--- config.mk ---
export PLATFORM = sky130hd
export DESIGN_NAME = debug_packet_deframer_top
export DESIGN_NICKNAME = d
export VERILOG_FILES = /design/src/hw/rtl/dpd_pkg.sv /design/src/hw/rtl/dpd_front.sv /design/src/hw/rtl/dpd_fifo.sv /design/src/hw/rtl/dpd_back.sv /design/src/hw/rtl/debug_packet_deframer_top.sv
export SDC_FILE = /design/constraint.sdc
export NUM_CORES = 1
export LEC_CHECK = 0
export BUFFER_PORTS_ARGS = -buffer_cell sky130_fd_sc_hd__buf_2
export CAP_MARGIN = 20
export CORE_AREA = 3 3 85 148
export CTS_CLUSTER_SIZE = 16
export DETAILED_ROUTE_END_ITERATION = 6
export DIE_AREA = 0 0 88 151
export PLACE_DENSITY = 0.88
export SKIP_LAST_GASP = 1
export SYNTH_ARGS = -nofsm -noshare
export SYNTH_HDL_FRONTEND = slang
export SYNTH_SLANG_ARGS = --single-unit
--- constraint.sdc ---
create_clock -name aclk -period 4.45 [get_ports aclk]
set_clock_uncertainty 0.2 [all_clocks]
set_input_delay 0.89 -clock aclk [delete_from_list [all_inputs] [get_ports aclk]]
set_output_delay 0.89 -clock aclk [all_outputs]
set_load 0.03 [all_outputs]
--- src/hw/rtl/dpd_pkg.sv ---
`default_nettype none

package dpd_pkg;

    localparam logic [7:0] CH_ACK = 8'h2B;
    localparam logic [7:0] CH_NAK = 8'h2D;
    localparam logic [7:0] CH_SOP = 8'h24;
    localparam logic [7:0] CH_EOP = 8'h23;

    localparam logic [4:0] HEX_NONE = 5'd16;

    localparam int QDEPTH  = 4;
    localparam int QPTR_W  = $clog2(QDEPTH);
    localparam int QCNT_W  = $clog2(QDEPTH + 1);
    localparam int COUNT_W = 10;
    localparam int LEN_W   = 9;
    localparam int LIMIT_W = 13;

    typedef enum logic [1:0] {
        FUNC_BYTE     = 2'd0,
        FUNC_TX_DONE  = 2'd1,
        FUNC_LINK_RST = 2'd2,
        FUNC_UNUSED   = 2'd3
    } func_t;

    typedef enum logic [2:0] {
        EV_NONE   = 3'd0,
        EV_BODY   = 3'd1,
        EV_GOOD   = 3'd2,
        EV_BAD    = 3'd3,
        EV_ACK    = 3'd4,
        EV_RESEND = 3'd5,
        EV_DROP   = 3'd6
    } event_t;

    typedef struct packed {
        func_t      func;
        logic [7:0] rx_byte;
        logic       is_ack;
        logic       is_nak;
        logic       is_sop;
        logic       is_eop;
        logic [4:0] hex;
    } dpd_item_t;

    function automatic logic [4:0] hex_value(input logic [7:0] c);
        logic [4:0] v;
        v = HEX_NONE;
        if (c >= 8'h30 && c <= 8'h39) begin
            v = 5'(c - 8'h30);
        end else if (c >= 8'h41 && c <= 8'h46) begin
            v = 5'(c - 8'h41 + 8'd10);
        end else if (c >= 8'h61 && c <= 8'h66) begin
            v = 5'(c - 8'h61 + 8'd10);
        end
        return v;
    endfunction

endpackage

`default_nettype wire

--- src/hw/rtl/dpd_front.sv ---
`default_nettype none

module dpd_front import dpd_pkg::*; (
    input  wire logic       s_valid,
    output logic            s_ready,
    input  wire logic [1:0] s_func,
    input  wire logic [7:0] s_rx_byte,
    input  wire logic       q_full,
    output logic            q_push,
    output dpd_item_t       q_item
);

    assign s_ready = !q_full;
    assign q_push  = s_valid && !q_full;

    // classify the byte once so the back end only looks at flags
    always_comb begin
        q_item.func    = func_t'(s_func);
        q_item.rx_byte = s_rx_byte;
        q_item.is_ack  = (s_rx_byte == CH_ACK);
        q_item.is_nak  = (s_rx_byte == CH_NAK);
        q_item.is_sop  = (s_rx_byte == CH_SOP);
        q_item.is_eop  = (s_rx_byte == CH_EOP);
        q_item.hex     = hex_value(s_rx_byte);
    end

endmodule

`default_nettype wire

--- src/hw/rtl/dpd_fifo.sv ---
`default_nettype none

module dpd_fifo import dpd_pkg::*; (
    input  wire logic        aclk,
    input  wire logic        aresetn,
    input  wire logic        push,
    input  wire dpd_item_t   push_item,
    input  wire logic        pop,
    output dpd_item_t        pop_item,
    output logic             empty,
    output logic             full,
    output logic [QCNT_W-1:0] level
);

    dpd_item_t             mem [QDEPTH];
    logic [QPTR_W-1:0]     wr_ptr_reg, wr_ptr_next;
    logic [QPTR_W-1:0]     rd_ptr_reg, rd_ptr_next;
    logic [QCNT_W-1:0]     level_reg, level_next;

    assign empty    = (level_reg == '0);
    assign full     = (level_reg == QCNT_W'(QDEPTH));
    assign level    = level_reg;
    assign pop_item = mem[rd_ptr_reg];

    always_comb begin
        wr_ptr_next = wr_ptr_reg;
        rd_ptr_next = rd_ptr_reg;
        level_next  = level_reg;
        if (push) begin
            wr_ptr_next = wr_ptr_reg + 1'b1;
        end
        if (pop) begin
            rd_ptr_next = rd_ptr_reg + 1'b1;
        end
        if (push && !pop) begin
            level_next = level_reg + 1'b1;
        end else if (pop && !push) begin
            level_next = level_reg - 1'b1;
        end
    end

    always_ff @(posedge aclk) begin
        if (!aresetn) begin
            wr_ptr_reg <= '0;
            rd_ptr_reg <= '0;
            level_reg  <= '0;
        end else begin
            wr_ptr_reg <= wr_ptr_next;
            rd_ptr_reg <= rd_ptr_next;
            level_reg  <= level_next;
        end
    end

    always_ff @(posedge aclk) begin
        if (push) begin
            mem[wr_ptr_reg] <= push_item;
        end
    end

endmodule

`default_nettype wire

--- src/hw/rtl/dpd_back.sv ---
`default_nettype none

module dpd_back import dpd_pkg::*; #(
    parameter int BUFFER_BYTES = 512
) (
    input  wire logic             aclk,
    input  wire logic             aresetn,
    input  wire dpd_item_t        q_item,
    input  wire logic             q_empty,
    output logic                  q_pop,
    output logic                  m_valid,
    input  wire logic             m_ready,
    output logic [2:0]            m_event_res,
    output logic [7:0]            m_data_byte,
    output logic [LEN_W-1:0]      m_body_length,
    output logic [7:0]            m_command_char
);

    localparam logic [LIMIT_W-1:0] BODY_LIMIT = LIMIT_W'(BUFFER_BYTES - 4);

    typedef enum logic [1:0] {
        PH_IDLE = 2'd0,
        PH_BODY = 2'd1,
        PH_DIG1 = 2'd2,
        PH_DIG2 = 2'd3
    } phase_t;

    phase_t               phase_reg, phase_next;
    logic [7:0]           sum_reg, sum_next;
    logic [4:0]           hd_reg, hd_next;
    logic [COUNT_W-1:0]   count_reg, count_next;
    logic [7:0]           first_reg, first_next;
    logic                 pend_reg, pend_next;
    logic                 m_valid_reg, m_valid_next;
    event_t               m_event_reg, m_event_next;
    logic [7:0]           m_data_reg, m_data_next;
    logic [LEN_W-1:0]     m_len_reg, m_len_next;
    logic [7:0]           m_cmd_reg, m_cmd_next;

    logic [COUNT_W:0]     count_inc;
    logic                 overlong;
    logic                 sum_match;

    assign q_pop          = !q_empty && (!m_valid_reg || m_ready);
    assign m_valid        = m_valid_reg;
    assign m_event_res    = m_event_reg;
    assign m_data_byte    = m_data_reg;
    assign m_body_length  = m_len_reg;
    assign m_command_char = m_cmd_reg;

    assign count_inc = {1'b0, count_reg} + 1'b1;
    assign overlong  = LIMIT_W'(count_inc) > BODY_LIMIT;
    assign sum_match = (hd_reg != HEX_NONE) && (q_item.hex != HEX_NONE)
                       && ({hd_reg[3:0], q_item.hex[3:0]} == sum_reg);

    always_comb begin
        phase_next   = phase_reg;
        sum_next     = sum_reg;
        hd_next      = hd_reg;
        count_next   = count_reg;
        first_next   = first_reg;
        pend_next    = pend_reg;
        m_event_next = m_event_reg;
        m_data_next  = m_data_reg;
        m_len_next   = m_len_reg;
        m_cmd_next   = m_cmd_reg;
        m_valid_next = m_ready ? 1'b0 : m_valid_reg;

        if (q_pop) begin
            m_valid_next = 1'b1;
            m_event_next = EV_NONE;
            m_data_next  = '0;
            m_len_next   = '0;
            m_cmd_next   = '0;

            case (q_item.func)
                FUNC_TX_DONE: begin
                    pend_next = 1'b1;
                end
                FUNC_LINK_RST: begin
                    phase_next = PH_IDLE;
                    sum_next   = '0;
                    hd_next    = '0;
                    count_next = '0;
                    first_next = '0;
                    pend_next  = 1'b0;
                end
                FUNC_BYTE: begin
                    case (phase_reg)
                        PH_IDLE: begin
                            if (q_item.is_ack) begin
                                pend_next    = 1'b0;
                                m_event_next = EV_ACK;
                            end else if (q_item.is_nak) begin
                                if (pend_reg) begin
                                    m_event_next = EV_RESEND;
                                end else begin
                                    m_event_next = EV_DROP;
                                    sum_next     = '0;
                                    hd_next      = '0;
                                    count_next   = '0;
                                    first_next   = '0;
                                end
                            end else if (q_item.is_sop) begin
                                phase_next = PH_BODY;
                                sum_next   = '0;
                                hd_next    = '0;
                                count_next = '0;
                                first_next = '0;
                            end
                        end
                        PH_BODY: begin
                            if (q_item.is_eop) begin
                                phase_next = PH_DIG1;
                            end else if (overlong) begin
                                // drop the link and the whole frame with it
                                m_event_next = EV_DROP;
                                phase_next   = PH_IDLE;
                                sum_next     = '0;
                                hd_next      = '0;
                                count_next   = '0;
                                first_next   = '0;
                                pend_next    = 1'b0;
                            end else begin
                                if (count_reg == '0) begin
                                    first_next = q_item.rx_byte;
                                end
                                sum_next     = sum_reg + q_item.rx_byte;
                                count_next   = count_inc[COUNT_W-1:0];
                                m_event_next = EV_BODY;
                                m_data_next  = q_item.rx_byte;
                            end
                        end
                        PH_DIG1: begin
                            hd_next    = q_item.hex;
                            phase_next = PH_DIG2;
                        end
                        default: begin
                            if (sum_match) begin
                                m_event_next = EV_GOOD;
                                m_len_next   = count_reg[LEN_W-1:0];
                                m_cmd_next   = (count_reg != '0) ? first_reg : 8'h00;
                            end else begin
                                m_event_next = EV_BAD;
                            end
                            phase_next = PH_IDLE;
                        end
                    endcase
                end
                default: begin
                end
            endcase
        end
    end

    always_ff @(posedge aclk) begin
        if (!aresetn) begin
            phase_reg   <= PH_IDLE;
            sum_reg     <= '0;
            hd_reg      <= '0;
            count_reg   <= '0;
            first_reg   <= '0;
            pend_reg    <= 1'b0;
            m_valid_reg <= 1'b0;
        end else begin
            phase_reg   <= phase_next;
            sum_reg     <= sum_next;
            hd_reg      <= hd_next;
            count_reg   <= count_next;
            first_reg   <= first_next;
            pend_reg    <= pend_next;
            m_valid_reg <= m_valid_next;
        end
        m_event_reg <= m_event_next;
        m_data_reg  <= m_data_next;
        m_len_reg   <= m_len_next;
        m_cmd_reg   <= m_cmd_next;
    end

endmodule

`default_nettype wire

--- src/hw/rtl/debug_packet_deframer_top.sv ---
// Deframer for a debug serial link: frames are '$', body, '#', two hex digits.
// Input channel (s_): s_func selects received byte, reply transmitted or link
// reset; s_rx_byte carries the byte. Every input transaction gives exactly one
// result transaction on the m_ channel: an event code with the body byte, the
// body length and the command character where the event carries them.
// The queue holds each accepted input; the queue head feeds the back end, which
// loads the output register when it pops the entry.
// Throughput: one transaction per cycle while no result is held or the receiver
// takes the held one; the per-byte state update in the back end is registered.
// A four-entry queue separates the classifier from the back end, so input is
// still taken while the receiver stalls until the queue fills; s_ready then
// drops until the receiver takes the held result.
// Reset (aresetn low, synchronous) empties the queue, drops any held result and
// returns the framer to idle with no reply pending.
`default_nettype none

module debug_packet_deframer_top import dpd_pkg::*; #(
    parameter int BUFFER_BYTES = 512
) (
    input  wire logic             aclk,
    input  wire logic             aresetn,
    input  wire logic             s_valid,
    output logic                  s_ready,
    input  wire logic [1:0]       s_func,
    input  wire logic [7:0]       s_rx_byte,
    output logic                  m_valid,
    input  wire logic             m_ready,
    output logic [2:0]            m_event_res,
    output logic [7:0]            m_data_byte,
    output logic [LEN_W-1:0]      m_body_length,
    output logic [7:0]            m_command_char
);

    dpd_item_t         push_item;
    dpd_item_t         pop_item;
    logic              q_push;
    logic              q_pop;
    logic              q_empty;
    logic              q_full;
    logic [QCNT_W-1:0] q_level;

    dpd_front u_front (
        .s_valid   (s_valid),
        .s_ready   (s_ready),
        .s_func    (s_func),
        .s_rx_byte (s_rx_byte),
        .q_full    (q_full),
        .q_push    (q_push),
        .q_item    (push_item)
    );

    dpd_fifo u_fifo (
        .aclk      (aclk),
        .aresetn   (aresetn),
        .push      (q_push),
        .push_item (push_item),
        .pop       (q_pop),
        .pop_item  (pop_item),
        .empty     (q_empty),
        .full      (q_full),
        .level     (q_level)
    );

    dpd_back #(
        .BUFFER_BYTES (BUFFER_BYTES)
    ) u_back (
        .aclk           (aclk),
        .aresetn        (aresetn),
        .q_item         (pop_item),
        .q_empty        (q_empty),
        .q_pop          (q_pop),
        .m_valid        (m_valid),
        .m_ready        (m_ready),
        .m_event_res    (m_event_res),
        .m_data_byte    (m_data_byte),
        .m_body_length  (m_body_length),
        .m_command_char (m_command_char)
    );

    a_level_bound: assert property (@(posedge aclk) disable iff (!aresetn)
        q_level <= QCNT_W'(QDEPTH))
        else $error("queue level beyond depth");

    a_ready_tracks_full: assert property (@(posedge aclk) disable iff (!aresetn)
        s_ready == (q_level != QCNT_W'(QDEPTH)))
        else $error("input ready out of step with queue level");

    a_pop_needs_room: assert property (@(posedge aclk) disable iff (!aresetn)
        q_pop |-> (!q_empty && (!m_valid || m_ready)))
        else $error("queue popped with no room for the result");

    a_empty_cmd: assert property (@(posedge aclk) disable iff (!aresetn)
        (m_valid && m_event_res == EV_GOOD && m_body_length == '0)
        |-> m_command_char == 8'h00)
        else $error("empty good packet carries a command character");

    a_data_only_body: assert property (@(posedge aclk) disable iff (!aresetn)
        (m_valid && m_event_res != EV_BODY) |-> m_data_byte == 8'h00)
        else $error("data byte set on a non-body event");

endmodule

`default_nettype wire
# Word-level counts from Yosys, hierarchy flattened
# Memory sizes are Yosys's and may differ from the RTL's. A register that Yosys moved wholly into a read port is not among the register bits.
# Index checks and enable logic that the tools add are counted.
totals:
  ff_bits: 70
  ram_bits: 76
  wordCells: 152
  n_memories: 1
mem_list:
  columns: ["name", "depth", "word_bits", "read_ports", "rd_ports_with_merged_regs", "write_ports", "line", "text"]
  rows:
  - ["u_fifo.mem", 4, 19, 1, 1, 1, "dpd_fifo.sv:15", "dpd_item_t mem [QDEPTH];"]
classes:
  addsub: 11
  n_lt_le_gt_ge: 7
  n_eq_ne: 24
  mux: 59
  bitwise_logic: 4
  n_reduce_logical: 32
ops:
  columns: ["operator", "count"]
  rows:
  - ["$mux 8", 9]
  - ["$pmux 8 s2", 4]
  - ["$mux 10", 6]
  - ["$mux 5", 9]
  - ["$pmux 10 s2", 2]
  - ["$eq 8x6->1 const B", 4]
  - ["$mux 3", 6]
  - ["$ge 8x7->1 const B", 2]
  - ["$le 8x7->1 const B", 2]
  - ["$mux 2", 8]
  - ["$reduce_and 8->1", 2]
  - ["$ne 3x3->1 const B", 5]
  - ["$pmux 5 s3", 1]
  - ["$reduce_and 6->1", 2]
  - ["$add 10x1->11 const B", 1]
  - ["$gt 11x9->1 const B", 1]
  - ["$add 5x4->5 const B", 2]
  - ["$logic_not 10->1", 1]
  - ["$ne 5x5->1 const B", 2]
  - ["$pmux 5 s2", 1]
  - ["$reduce_bool 10->1", 1]
  - ["$sub 5x1->5 const B", 2]
  - ["$logic_and 1x1->1", 9]
  - ["$pmux 3 s3", 1]
  - ["33 further kinds", 54]

# Logic depth before layout (Yosys ltp)
logic_depth:
  depth_word: 7
  ltp_mapped: 11
  ltp_nobuf: 9

# Cells and area by module
# Synthesis repeated with hierarchy kept, for this count alone.
hier_totals:
  cells_unflattened: 532
  area_unflattened_um2: 6885.4
by_module_without_submodules:
  columns: ["module", "instances", "cells_each", "area_each_um2", "seq_area_each_um2"]
  rows:
  - ["dpd_back", 1, 345, 3316.9, 1541.5]
  - ["dpd_fifo", 1, 142, 3230.6, 2462.4]
  - ["dpd_front", 1, 45, 337.8, 0.0]

# Worst setup path after synthesis
# OpenSTA, ideal clock, no wires.
synth_timing:
  path_type: "input to register"
  start: "in m_ready"
  end: "reg u_back.sum_reg[7]"
  setup_ns: 0.080
  arrival_ns: 3.146
  required_ns: 4.170
  path_slack_ns: 1.024
  cell_stages: 7
  cell_sequence: "nor2b_1 or2_2 inv_1 o311ai_0 nor2_1 nand3_1 o211ai_1"
synth_via:
  elab_chain_len: 3
synth_lines:
  columns: ["element", "line", "text"]
  rows:
  - ["from (decl)", "debug_packet_deframer_top.sv:27", "input wire logic m_ready,"]
  - ["$logic_or 1x1->1", "dpd_back.sv:44", "assign q_pop = !q_empty && (!m_valid_reg || m_ready);"]
  - ["$logic_and 1x1->1", "dpd_back.sv:44", null]
  - ["named net q_pop", "debug_packet_deframer_top.sv:37", "logic q_pop;"]
  - ["$reduce_and 7->1 (no source line)", null, null]
  - ["to (signal assigned)", "dpd_back.sv:167", "sum_reg <= sum_next;"]
  - ["to (decl)", "dpd_back.sv:29", "logic [7:0] sum_reg, sum_next;"]
# The timed path passes the listed nets, and every way through them passes these cells.
# A chain may end at the register's enable or synchronous reset.

==> reports/metrics.yaml <==
ir_worst_vdd_mv: 0.3640
min_path_type: "reg -> reg"
via_per_inst: 6.318
fin_hold_ws_ps: 269.5
grt_max_degree: 32
hold_start: "u_back.first_reg[1]"
synth_cell_type_count: 62
ys_ff_latch: 148
area_growth_pct: 13.19
io_pins: 44
antenna_found_initial: 0
critPathCaptureType: "flop"
r2r_slack_ps: 860
power_density_nw_per_um2: 582.2
wl_met3_microns: 668
largest_reg_flops: 76
r2r_end: "u_back.first_reg[4]"
path_clk_slew_ps: 60
crit_path_max_fanout: 21
cts_setup_buffers: 0
max_cap_viol_count: 0
drt-total-wl_microns: 14390
dp_hpwl_microns: 9844
hold_viol: 0
final_nets: 628
grt_pass1_vias: 4752
cts_max_path_buffers: 2
grt_usage_pct: 23.11
initial_core_util_pct: 59.62
crit_path_end: "u_back.first_reg[4]"
path_class: "reg -> reg"
syn-num-nets: 584
fin_util_pct: 67.48
worst_r2r_path_depth: 6
cts-resized-gates: 0
period_needed_ps: 3587
drc: 0
drt_iter0_markers: 391
netlist_instances: 545
ys_warn_count: 0
leakagePower_nw: 2.898
first_pass_iters: 6
die_x_microns: 88
synthArstFlopShare_pct: 0
finalSetupTns_ps: 0
grt_overflow_total: 0
wl_met2_microns: 7926
fmaxAchievable_mhz: 278.8
drive_above_1_share_pct: 17.77
worstSkewPairLatency_ps: 430
globalplace.congestion: 0.8617
netlist_area_sq_um: 6865
rsz0062_at_grt: "no"
setup_viol: 0
portBuffers: 43
yosysSeqAreaShare_pct: 58.32
drv_slew: 0
ys.flop_type: "edfxtp_1"
numCtsBuffers: 17
synth_edf_count: 104
dr.max_layer_used: "met4"
relSlewSlack_pct: 31.64
die_area_sq_um: 13290
cts_num_sinks: 148
core_area_sq_um: 11520
grt_pass1_wl_microns: 22950
wl_met1_microns: 5088
cts_tree: "done"
crit_required_ps: 4590
startpoint_type: "flop"
outcome: "finished, final reports clean"
cts_hold_buf: 0
htree_levels: 4
post_synth.cell_area_avg_sq_um: 12.60
routedWlPerCell_microns: 19.52
fp.dieH_microns: 151
period_share_pct: 80.60
floorplan.rows: 52
diodes: 0
drtAntennaViolNets: 0
worstPathArrival_ps: 3730
vias: 4656
tightestPinTransition_ps: 1025
cts_root_buf: "clkbuf_16"
## worst min path at each step
stage / cells past startpoint / slack, ps / to
2_1_floorplan: 2 / 230 / u_back.hd_reg[4]
3_3_place_gp: 2 / 250 / u_back.first_reg[5]
3_5_place_dp: 2 / 260 / u_back.first_reg[7]
4_1_cts: 2 / 270 / u_back.first_reg[1]
5_1_grt: 2 / 290 / u_back.first_reg[6]
6_report: 2 / 270 / u_back.first_reg[1]
## cell type report
cell class | instances | area [sq um]
clock buffer | 19 | 432.9
clock inverter | 13 | 155.1
multi-input combinational | 355 | 2683
timing repair buffer | 49 | 260.3
inverter | 18 | 67.56
sequential | 148 | 4004
tap | 135 | 168.9
fill | 761 | 3745
## placed cells by master, fill, tap and decap left out, types with 8 or more instances in the layout
master	count
inv_1	18
mux4_2	19
buf_2	43
nand3_1	14
a21oi_1	9
dfxtp_1	44
edfxtp_1	104
o22ai_1	13
xnor2_1	12
mux2i_1	10
and3_1	9
a31oi_1	8
and2_1	34
clkbuf_16	17
nand4_1	13
ha_1	23
o21ai_0	11
nand2_1	64
nor2_1	19
## synth_stat cells, types with 7 or more instances
cell type | count | area share [%]
nand4_1 | 13 | 1.2
edfxtp_1 | 104 | 45
inv_1 | 18 | 0.98
a21boi_1 | 7 | 0.77
nor2b_1 | 7 | 0.64
o211ai_1 | 7 | 0.77
mux4_2 | 19 | 6.2
and2_1 | 34 | 3.1
nand2_1 | 64 | 3.5
a31oi_1 | 8 | 0.73
mux2i_1 | 10 | 1.5
o21ai_0 | 11 | 0.80
nor2_1 | 19 | 1.0
and3_1 | 9 | 0.82
o22ai_1 | 13 | 1.2
clkbuf_1 | 16 | 0.87
dfxtp_1 | 44 | 13
xnor2_1 | 12 | 1.5
ha_1 | 23 | 4.2
a21oi_1 | 9 | 0.66
nand3_1 | 14 | 1.0
## layer usage
layer	vias up	GRT usage [%]
met5	-	0
met1	2252	22.94
met3	72	5.716
li1	2130	-
met4	0	13.06
met2	202	42.41
## cell families after synthesis
| family | after synthesis | synth area share, % |
|---|---|---|
| flip-flops | 148 | 58.32 |
| AO/OA/AOI/OAI | 88 | 8.985 |
| XOR/XNOR | 17 | 2.169 |
| AND/OR/NAND/NOR | 196 | 15.45 |
| adder cells (fa/ha/maj) | 25 | 4.775 |
| multiplexers | 29 | 7.691 |
| buffers and inverters | 42 | 2.606 |
## report_power, final
part           leakage (nW)  switching (mW)  internal, mW
Clock                 0.285           0.553         0.879
Sequential             1.37          0.0919          1.72
Combinational          1.24           0.840         0.439
## worst max-delay path, stage by stage, from the launching register on
cell and delay (ps):
dfxtp_1 670, buf_4 350, mux4_2 610, o311ai_0 570
or2_1 680, a31oi_2 200, o22ai_1 210
## through the flow
step | worst slack, ps | power [mW] | cells | cell area [sq um]
2_1_floorplan | 1024 | 2.779 | 545 | 6865
3_3_place_gp | 988.5 | 3.043 | 705 | 7183
3_5_place_dp | 927.5 | 3.103 | 705 | 7183
4_1_cts | 851.3 | 4.526 | 737 | 7771
5_1_grt | 562.3 | 4.702 | 737 | 7771
6_report | 863.5 | 4.525 | 737 | 7771
(Power assumes the default switching activity.)
